File: config.mk
export PLATFORM = sky130hd
export DESIGN_NAME = eth_vlan_ip_udp_header_classifier_unit
export DESIGN_NICKNAME = d
export VERILOG_FILES = /design/src/evhc_pkg.sv /design/src/eth_vlan_ip_udp_header_classifier_unit.sv /design/src/evhc_parse_core.sv /design/src/evhc_result_reg.sv
export VERILOG_INCLUDE_DIRS = /design/src /design/src/src
export SDC_FILE = /design/constraint.sdc
export NUM_CORES = 1
export LEC_CHECK = 0
export ABC_AREA = 1
export BUFFER_PORTS_ARGS = -buffer_cell sky130_fd_sc_hd__buf_2
export CORE_MARGIN = 5
export CORE_UTILIZATION = 64
export DETAILED_ROUTE_END_ITERATION = 7
export PLACE_DENSITY = 0.86
export REMOVE_ABC_BUFFERS = 1
export SETUP_SLACK_MARGIN = 0.2
export SYNTH_ARGS = -nofsm -noshare
export SYNTH_HDL_FRONTEND = slang
export SYNTH_SLANG_ARGS = --single-unit
export TNS_END_PERCENT = 20
File: constraint.sdc
create_clock -name clk -period 10.5 [get_ports clk]
set_input_delay 2.625 -clock clk [delete_from_list [all_inputs] [get_ports clk]]
set_output_delay 2.625 -clock clk [all_outputs]
set_load 0.02 [all_outputs]
File: src/eth_vlan_ip_udp_header_classifier_unit_defines.svh
// Assertion macros for the header classifier.
// Used by files that check their own logic; expects clk and rst_n in scope.
`ifndef ETH_VLAN_IP_UDP_HEADER_CLASSIFIER_UNIT_DEFINES_SVH
`define ETH_VLAN_IP_UDP_HEADER_CLASSIFIER_UNIT_DEFINES_SVH

// Same-cycle implication, checked outside reset.
`define EVHC_ASSERT_IMP(label, ante, cons) \
    label: assert property (@(posedge clk) disable iff (!rst_n) (ante) |-> (cons)) \
        else $error("header classifier check failed");

// Next-cycle implication, checked outside reset.
`define EVHC_ASSERT_NEXT(label, ante, cons) \
    label: assert property (@(posedge clk) disable iff (!rst_n) (ante) |=> (cons)) \
        else $error("header classifier check failed");

`endif

File: src/evhc_pkg.sv
// Shared types and constants for the Ethernet/VLAN/IPv4/UDP header classifier.
// No dependencies.
package evhc_pkg;

    localparam int MAX_VLAN_TAGS_DEF    = 4;
    localparam int APP_HEADER_BYTES_DEF = 16;
    localparam int MAX_FRAME_BYTES_DEF  = 65535;

    localparam int ETH_HDR_BYTES = 14;
    localparam int TAG_BYTES     = 4;
    localparam int IP_HDR_BYTES  = 20;
    localparam int UDP_HDR_BYTES = 8;

    localparam logic [15:0] ETH_TYPE_VLAN = 16'h8100;
    localparam logic [7:0]  PROTO_UDP     = 8'd17;
    localparam logic [7:0]  PROTO_IGMP    = 8'd2;
    localparam logic [3:0]  IHL_BASIC     = 4'd5;

    typedef enum logic [1:0] {
        PH_ETH,
        PH_TAG,
        PH_IP,
        PH_STOP
    } phase_t;

    typedef struct packed {
        logic        skip;
        logic        no_vlan;
        logic        igmp_packet;
        logic        long_ip_header;
        logic        not_udp;
        logic        short_packet;
        logic        tag_overflow;
        logic [11:0] vlan_id;
        logic [31:0] ip_source;
        logic [7:0]  udp_offset;
        logic [7:0]  payload_offset;
    } result_t;

endpackage

File: src/eth_vlan_ip_udp_header_classifier_unit.sv
// Top level of the Ethernet/VLAN/IPv4/UDP header classifier.
// Depends on evhc_pkg, evhc_parse_core, evhc_result_reg and the defines header.
//
// Frame bytes enter one per cycle while in_stall is low, in wire order, with
// last_byte marking the final captured byte; one classification request leaves
// per frame. Each byte is first held in an input register; when it advances,
// the parse state update and the classification run in a single pass into
// the parse registers and, for the last byte, into the output register; a
// last byte waits in the input register until the output register is free.
// in_stall rises only when a last byte waits while the output register still
// holds an untaken result, so a stream of back-to-back frames flows at one
// byte per cycle as long as out_stall stays low.
`include "eth_vlan_ip_udp_header_classifier_unit_defines.svh"

module eth_vlan_ip_udp_header_classifier_unit
    import evhc_pkg::*;
#(
    parameter int MAX_VLAN_TAGS    = MAX_VLAN_TAGS_DEF,
    parameter int APP_HEADER_BYTES = APP_HEADER_BYTES_DEF,
    parameter int MAX_FRAME_BYTES  = MAX_FRAME_BYTES_DEF
)
(
    input  logic        clk,
    input  logic        rst_n,
    input  logic        in_valid,
    output logic        in_stall,
    input  logic [7:0]  data_byte,
    input  logic        last_byte,
    output logic        out_valid,
    input  logic        out_stall,
    output logic        skip,
    output logic        no_vlan,
    output logic        igmp_packet,
    output logic        long_ip_header,
    output logic        not_udp,
    output logic        short_packet,
    output logic        tag_overflow,
    output logic [11:0] vlan_id,
    output logic [31:0] ip_source,
    output logic [7:0]  udp_offset,
    output logic [7:0]  payload_offset
);

    logic       s1_valid_reg, s1_valid_next;
    logic [7:0] s1_byte_reg;
    logic       s1_last_reg;
    logic       s1_fire;
    logic       out_free;
    logic       in_take;
    result_t    core_res;
    result_t    out_res;

    // Advance stage one unless its last byte has nowhere to go
    assign s1_fire  = s1_valid_reg && (!s1_last_reg || out_free);
    assign in_stall = s1_valid_reg && !s1_fire;
    assign in_take  = in_valid && !in_stall;

    always_comb
    begin
        if (in_take)
        begin
            s1_valid_next = 1'b1;
        end
        else if (s1_fire)
        begin
            s1_valid_next = 1'b0;
        end
        else
        begin
            s1_valid_next = s1_valid_reg;
        end
    end

    always_ff @(posedge clk or negedge rst_n)
    begin
        if (!rst_n)
        begin
            s1_valid_reg <= 1'b0;
        end
        else
        begin
            s1_valid_reg <= s1_valid_next;
        end
    end

    always_ff @(posedge clk)
    begin
        if (in_take)
        begin
            s1_byte_reg <= data_byte;
            s1_last_reg <= last_byte;
        end
    end

    evhc_parse_core #(
        .MAX_VLAN_TAGS    (MAX_VLAN_TAGS),
        .APP_HEADER_BYTES (APP_HEADER_BYTES),
        .MAX_FRAME_BYTES  (MAX_FRAME_BYTES)
    ) u_core (
        .clk       (clk),
        .rst_n     (rst_n),
        .fire      (s1_fire),
        .data_byte (s1_byte_reg),
        .last_byte (s1_last_reg),
        .res       (core_res)
    );

    evhc_result_reg u_out (
        .clk   (clk),
        .rst_n (rst_n),
        .load  (s1_fire && s1_last_reg),
        .d     (core_res),
        .stall (out_stall),
        .valid (out_valid),
        .free  (out_free),
        .q     (out_res)
    );

    assign skip           = out_res.skip;
    assign no_vlan        = out_res.no_vlan;
    assign igmp_packet    = out_res.igmp_packet;
    assign long_ip_header = out_res.long_ip_header;
    assign not_udp        = out_res.not_udp;
    assign short_packet   = out_res.short_packet;
    assign tag_overflow   = out_res.tag_overflow;
    assign vlan_id        = out_res.vlan_id;
    assign ip_source      = out_res.ip_source;
    assign udp_offset     = out_res.udp_offset;
    assign payload_offset = out_res.payload_offset;

    `EVHC_ASSERT_NEXT(a_last_gives_result, s1_fire && s1_last_reg, out_valid)
    `EVHC_ASSERT_IMP(a_stall_needs_full_out, in_stall, s1_valid_reg && s1_last_reg && out_valid)
    `EVHC_ASSERT_IMP(a_ip_flags_exclusive, out_valid, !(igmp_packet && long_ip_header))
    `EVHC_ASSERT_IMP(a_short_skips, out_valid && short_packet, skip)
    `EVHC_ASSERT_IMP(a_overflow_alone, out_valid && tag_overflow,
        skip && !short_packet && !no_vlan && (udp_offset == 8'd0))

endmodule

File: src/evhc_parse_core.sv
// Per-frame parse state and classification logic.
// Depends on evhc_pkg.
module evhc_parse_core
    import evhc_pkg::*;
#(
    parameter int MAX_VLAN_TAGS    = MAX_VLAN_TAGS_DEF,
    parameter int APP_HEADER_BYTES = APP_HEADER_BYTES_DEF,
    parameter int MAX_FRAME_BYTES  = MAX_FRAME_BYTES_DEF
)
(
    input  logic       clk,
    input  logic       rst_n,
    input  logic       fire,
    input  logic [7:0] data_byte,
    input  logic       last_byte,
    output result_t    res
);

    localparam int POS_W = $clog2(MAX_FRAME_BYTES);
    localparam int TAG_W = $clog2(MAX_VLAN_TAGS + 1);
    localparam int LEN_W = POS_W + 1;
    localparam int CMP_W = (LEN_W > 9) ? LEN_W : 9;

    localparam logic [POS_W-1:0] POS_LAST  = POS_W'(MAX_FRAME_BYTES - 1);
    localparam logic [POS_W-1:0] POS_TYPE0 = POS_W'(ETH_HDR_BYTES - 2);
    localparam logic [POS_W-1:0] POS_TYPE1 = POS_W'(ETH_HDR_BYTES - 1);
    localparam logic [TAG_W-1:0] TAG_MAX   = TAG_W'(MAX_VLAN_TAGS);
    localparam logic [CMP_W-1:0] ETH_END   = CMP_W'(ETH_HDR_BYTES);
    localparam logic [CMP_W-1:0] TAG_LEN   = CMP_W'(TAG_BYTES);
    localparam logic [CMP_W-1:0] IP_LEN    = CMP_W'(IP_HDR_BYTES);
    localparam logic [CMP_W-1:0] PAY_OFF   = CMP_W'(IP_HDR_BYTES + UDP_HDR_BYTES);
    localparam logic [CMP_W-1:0] APP_END   =
        CMP_W'(IP_HDR_BYTES + UDP_HDR_BYTES + APP_HEADER_BYTES);

    logic [POS_W-1:0] pos_reg,     pos_next;
    phase_t           phase_reg,   phase_next;
    logic [TAG_W-1:0] tag_reg,     tag_next;
    logic [7:0]       type_reg,    type_next;
    logic [3:0]       ihl_reg,     ihl_next;
    logic [7:0]       proto_reg,   proto_next;
    logic [31:0]      src_reg,     src_next;
    logic [11:0]      vlan_reg,    vlan_next;
    logic             no_vlan_reg, no_vlan_next;

    logic [CMP_W-1:0] p_ext;
    logic [CMP_W-1:0] ip_start;
    logic [CMP_W-1:0] ip_start_n;
    logic [CMP_W-1:0] len;
    logic [CMP_W-1:0] rel_full;
    logic [4:0]       rel;
    logic [15:0]      type_word;
    logic             in_tag_win;
    logic             in_ip_win;

    assign p_ext      = CMP_W'(pos_reg);
    assign ip_start   = ETH_END + (CMP_W'(tag_reg) << 2);
    assign rel_full   = p_ext - ip_start;
    assign rel        = rel_full[4:0];
    assign type_word  = {type_reg, data_byte};
    assign in_tag_win = (p_ext >= ip_start) && (p_ext < ip_start + TAG_LEN);
    assign in_ip_win  = (p_ext >= ip_start) && (p_ext < ip_start + IP_LEN);

    // Next state for one byte
    always_comb
    begin
        pos_next     = (pos_reg < POS_LAST) ? pos_reg + POS_W'(1) : pos_reg;
        phase_next   = phase_reg;
        tag_next     = tag_reg;
        type_next    = type_reg;
        ihl_next     = ihl_reg;
        proto_next   = proto_reg;
        src_next     = src_reg;
        vlan_next    = vlan_reg;
        no_vlan_next = no_vlan_reg;
        case (phase_reg)
            PH_ETH:
            begin
                if (pos_reg == POS_TYPE0)
                begin
                    type_next = data_byte;
                end
                else if (pos_reg == POS_TYPE1)
                begin
                    type_next = data_byte;
                    if (type_word == ETH_TYPE_VLAN)
                    begin
                        phase_next = PH_TAG;
                    end
                    else
                    begin
                        phase_next   = PH_IP;
                        no_vlan_next = 1'b1;
                    end
                end
            end
            PH_TAG:
            begin
                if (in_tag_win)
                begin
                    if (rel == 5'd0 || rel == 5'd2)
                    begin
                        type_next = data_byte;
                    end
                    else if (rel == 5'd1)
                    begin
                        // keep only the outer tag's id
                        if (tag_reg == '0)
                        begin
                            vlan_next = {type_reg[3:0], data_byte};
                        end
                    end
                    else
                    begin
                        type_next = data_byte;
                        tag_next  = tag_reg + TAG_W'(1);
                        if (type_word == ETH_TYPE_VLAN)
                        begin
                            if (tag_next >= TAG_MAX)
                            begin
                                phase_next = PH_STOP;
                            end
                        end
                        else
                        begin
                            phase_next = PH_IP;
                        end
                    end
                end
            end
            PH_IP:
            begin
                if (in_ip_win)
                begin
                    if (rel == 5'd0)
                    begin
                        ihl_next = data_byte[3:0];
                    end
                    else if (rel == 5'd9)
                    begin
                        proto_next = data_byte;
                    end
                    else if (rel inside {[5'd12:5'd15]})
                    begin
                        src_next = {src_reg[23:0], data_byte};
                    end
                end
            end
            default:
            begin
            end
        endcase
    end

    assign len        = p_ext + CMP_W'(1);
    assign ip_start_n = ETH_END + (CMP_W'(tag_next) << 2);

    // Classification from the state as it stands after this byte
    always_comb
    begin
        res         = '0;
        res.vlan_id = vlan_next;
        if (len <= ETH_END)
        begin
            res.skip         = 1'b1;
            res.short_packet = 1'b1;
            res.vlan_id      = '0;
        end
        else if (phase_next == PH_STOP)
        begin
            res.skip         = 1'b1;
            res.tag_overflow = 1'b1;
        end
        else if (phase_next == PH_TAG)
        begin
            res.skip         = 1'b1;
            res.short_packet = 1'b1;
        end
        else
        begin
            res.no_vlan = no_vlan_next;
            if (ip_start_n >= len)
            begin
                res.skip         = 1'b1;
                res.short_packet = 1'b1;
            end
            else
            begin
                res.udp_offset     = 8'(ip_start_n + IP_LEN);
                res.payload_offset = 8'(ip_start_n + PAY_OFF);
                if (ip_start_n + IP_LEN >= len)
                begin
                    res.skip         = 1'b1;
                    res.short_packet = 1'b1;
                end
                else
                begin
                    res.ip_source = src_next;
                    if (ihl_next != IHL_BASIC)
                    begin
                        res.igmp_packet    = (proto_next == PROTO_IGMP);
                        res.long_ip_header = (proto_next != PROTO_IGMP);
                        res.skip           = 1'b1;
                    end
                    if (proto_next != PROTO_UDP)
                    begin
                        res.not_udp = 1'b1;
                        res.skip    = 1'b1;
                    end
                    if (ip_start_n + APP_END >= len)
                    begin
                        res.short_packet = 1'b1;
                        res.skip         = 1'b1;
                    end
                end
            end
        end
    end

    // Return to the start state after the frame's last byte
    always_ff @(posedge clk or negedge rst_n)
    begin
        if (!rst_n)
        begin
            pos_reg     <= '0;
            phase_reg   <= PH_ETH;
            tag_reg     <= '0;
            type_reg    <= '0;
            ihl_reg     <= '0;
            proto_reg   <= '0;
            src_reg     <= '0;
            vlan_reg    <= '0;
            no_vlan_reg <= 1'b0;
        end
        else if (fire)
        begin
            if (last_byte)
            begin
                pos_reg     <= '0;
                phase_reg   <= PH_ETH;
                tag_reg     <= '0;
                type_reg    <= '0;
                ihl_reg     <= '0;
                proto_reg   <= '0;
                src_reg     <= '0;
                vlan_reg    <= '0;
                no_vlan_reg <= 1'b0;
            end
            else
            begin
                pos_reg     <= pos_next;
                phase_reg   <= phase_next;
                tag_reg     <= tag_next;
                type_reg    <= type_next;
                ihl_reg     <= ihl_next;
                proto_reg   <= proto_next;
                src_reg     <= src_next;
                vlan_reg    <= vlan_next;
                no_vlan_reg <= no_vlan_next;
            end
        end
    end

endmodule

File: src/evhc_result_reg.sv
// Output register for classification results, with valid/stall handshake.
// Depends on evhc_pkg.
module evhc_result_reg
    import evhc_pkg::*;
(
    input  logic    clk,
    input  logic    rst_n,
    input  logic    load,
    input  result_t d,
    input  logic    stall,
    output logic    valid,
    output logic    free,
    output result_t q
);

    logic    valid_reg, valid_next;
    result_t q_reg;

    // Free when empty or when the held request leaves this cycle
    assign free  = !valid_reg || !stall;
    assign valid = valid_reg;
    assign q     = q_reg;

    always_comb
    begin
        if (load)
        begin
            valid_next = 1'b1;
        end
        else if (stall)
        begin
            valid_next = valid_reg;
        end
        else
        begin
            valid_next = 1'b0;
        end
    end

    always_ff @(posedge clk or negedge rst_n)
    begin
        if (!rst_n)
        begin
            valid_reg <= 1'b0;
        end
        else
        begin
            valid_reg <= valid_next;
        end
    end

    always_ff @(posedge clk)
    begin
        if (load)
        begin
            q_reg <= d;
        end
    end

endmodule

==> impl_results.md <==
- Outcome: finished, final reports clean
- Combinational share of power: 0.070
- TNS Setup: 0 ns
- Die Y: 124 um
- Critical Path Fanout Max: 3
- Top-count cell post-synth: nand2_1
- Total power: 1.44 mW
- Hold_buf cts: 0
- CTS buffer count: 17
- Internal power: 1.10 mW
- GPL Wtd Cong: 0.927
- Core Rows: 41
- Synth async-reset ratio: 0.557
- Part of the Yosys area used for sequential elements: 0.516
- Synth cell types: 48
- Synth-to-Final Area Change: 13.4%
- Cells after Synth: 939
- Remaining DRCs: 0
- Final setup viols: 0
- Vias in the first global route: 6568
- Syn avg cell area: 8.88 um^2
- I/O pins: 82
- Multi-input gate area: 0.00333 mm^2
- Drt first-iter violations: 771
- Die area: 0.0154 mm^2
- Register bit total from synthesis: 158
- Synth top area cells: dfrtp_1 (26%), edfxtp_1 (25%), nand2_1 (7.6%)
- Final Max Slew Viols: 0
- Clk Latency, worst-skew pair: 0.43 ns
- Largest net degree at the start of global routing: 66
- Synth area leader: dfrtp_1
- Clock Power Share: 0.461
- Initial antenna violation count: 0
- Total Wirelength: 19700 um
- Clock Path Buffers: 2
- Clk root buf: clkbuf_16
- CTS H-tree depth: 4
- Max reg flops: 61
- Diode count: 0
- Top post-synthesis cells by count: nand2_1 (169), inv_1 (138), nor2_1 (108)
- GRT overflow: 0
- Initial Util: 0.656
- Critical path required time: 7.88 ns
- CTS tree: yes
- Tmin final: 5.71 ns
- Vias: 6834
- Sw frac: 0.240
- Crit end category: output port
- Core area: 0.0127 mm^2
- Number of max-cap violations: 0
- Post-CTS setup buffer count: 0
- Fin nets: 1064
- Least-Margin Pin Slew: 1.26 ns
- Final Hold Viols: 0
- Final period util: 0.544
- Register area: 0.00430 mm^2
- Layout cells sized above 1: 0.145
- Worst Setup Start Kind: input port
- Share of the synthesized area in the top cell type: 0.264
- Pre-CTS setup slack: 4.79 ns
- Post-synth EDFFs: 70
- Clock-pin transition on the worst setup and hold timing paths: 0.06 ns
- Clock sinks: 158
- RSZ-0062 raised after global routing: no
- F_max: 175 MHz
- Drt first pass iters: 5
- Setup CP Type: in -> out
- Tot GR Track Use: 0.268
- LEAKAGE: 4.55 nW
- DP HPWL: 12800 um
- Hold_ws: 0.488 ns
- Post-CTS sizing: 0
- Fillers: 883
- Final setup margin: 4.79 ns
- First-pass GRT wire length: 31700 um
- PwrDens: 153 mW/mm^2
- Synth Flop Type: dfrtp_1
- Worst min-delay path class: reg -> reg
- Part of the power in registers: 0.469
- Switching power: 347 uW
- PortBufs: 77
- WL per Instance: 16.5 um
- Clock skew: 0.00534 ns
- Die Width: 124 um
- Via/cell ratio: 5.72
- Synthesized area: 0.00834 mm^2
- Peak supply drop: 0.0821 mV
- Post-route ant nets: 0
- CP arrival: 3.09 ns
- Synthesis warning total: 0
- Max transition margin: 0.156
stage by stage:
step,util,area (um^2),cells
global route,0.744,9460,1194
finish,0.744,9460,1194
floorplan,-,8180,908
global placement,0.693,8820,1162
CTS,0.744,9460,1194
detailed placement,0.693,8820,1162
kinds of logic after synthesis:
logic type | share of synthesized area
xor gates and xnor gates | 0.0157
buffers and inverters | 0.0864
adders and majority gates | 0.0648
AOI/OAI and AO/OA | 0.122
DFF | 0.516
and+or+nand+nor | 0.195
other | 0.000450
placed cells by master (no fill, tap or decap), drive strengths merged, types with 4 or more instances in the layout:
| cell type | count |
|---|---|
| ha | 40 |
| nor3 | 15 |
| inv | 148 |
| dfrtp | 88 |
| nor2 | 111 |
| clkbuf | 18 |
| o21ai | 89 |
| nand4 | 15 |
| bufinv | 4 |
| a21oi | 13 |
| conb | 4 |
| o22ai | 62 |
| nand2 | 177 |
| nand3 | 41 |
| edfxtp | 70 |
| clkinv | 5 |
| buf | 82 |
| xor2 | 13 |
power by group through the flow:
stage	logic, mW	clock network [mW]	registers, mW
4_1_cts	0.101	0.671	0.677
5_1_grt	0.111	0.704	0.679
6_report	0.101	0.666	0.677
3_3_place_gp	0.0981	0	0.688
2_1_floorplan	0.0480	0	0.699
3_5_place_dp	0.0994	0	0.689
final timing paths:
| kind | startpoint | endpoint | slack [ns] | cells past startpoint |
|---|---|---|---|---|
| setup / recovery | out_stall | in_stall | 4.79 | 4 |
| hold / removal | u_core.proto_reg[4]$_DFFE_PN0P_ | u_core.proto_reg[4]$_DFFE_PN0P_ | 0.49 | 2 |
| setup reg to reg | u_core.tag_reg[0]$_DFFE_PN0P_ | u_out.q[35]$_SDFFCE_PP0P_ | 4.91 | 30 |
| hold reg to reg | u_core.proto_reg[4]$_DFFE_PN0P_ | u_core.proto_reg[4]$_DFFE_PN0P_ | 0.49 | 2 |
| max in group asynchronous | rst_n | u_core.src_reg[29]$_DFFE_PN0P_ | 7.23 | 2 |
| min in group asynchronous | rst_n | u_core.pos_reg[10]$_DFFE_PN0P_ | 2.09 | 1 |
layer usage:
layer | track usage | part of all wire | vias to the layer above
met5 | 0 | 0 | -
met4 | 0.116 | 0.027 | 0
met3 | 0.0495 | 0.070 | 53
met2 | 0.435 | 0.48 | 304
met1 | 0.353 | 0.43 | 3216
li1 | - | - | 3261
critical path: stages:
cell and delay, ns:
buf_2 0.10, nand4_1 0.11, inv_1 0.09, buf_2 0.16
layout make-up:
| type | instances | share of cell area |
|---|---|---|
| well taps | 172 | 0.0227 |
| repair buffers | 82 | 0.0450 |
| clock inverters | 14 | 0.0216 |
| flip-flops and latches | 158 | 0.455 |
| multi-input cells | 605 | 0.352 |
| inverters | 145 | 0.0575 |
| clock buffers | 18 | 0.0464 |
Note: power is estimated with default switching activity, not from simulation.
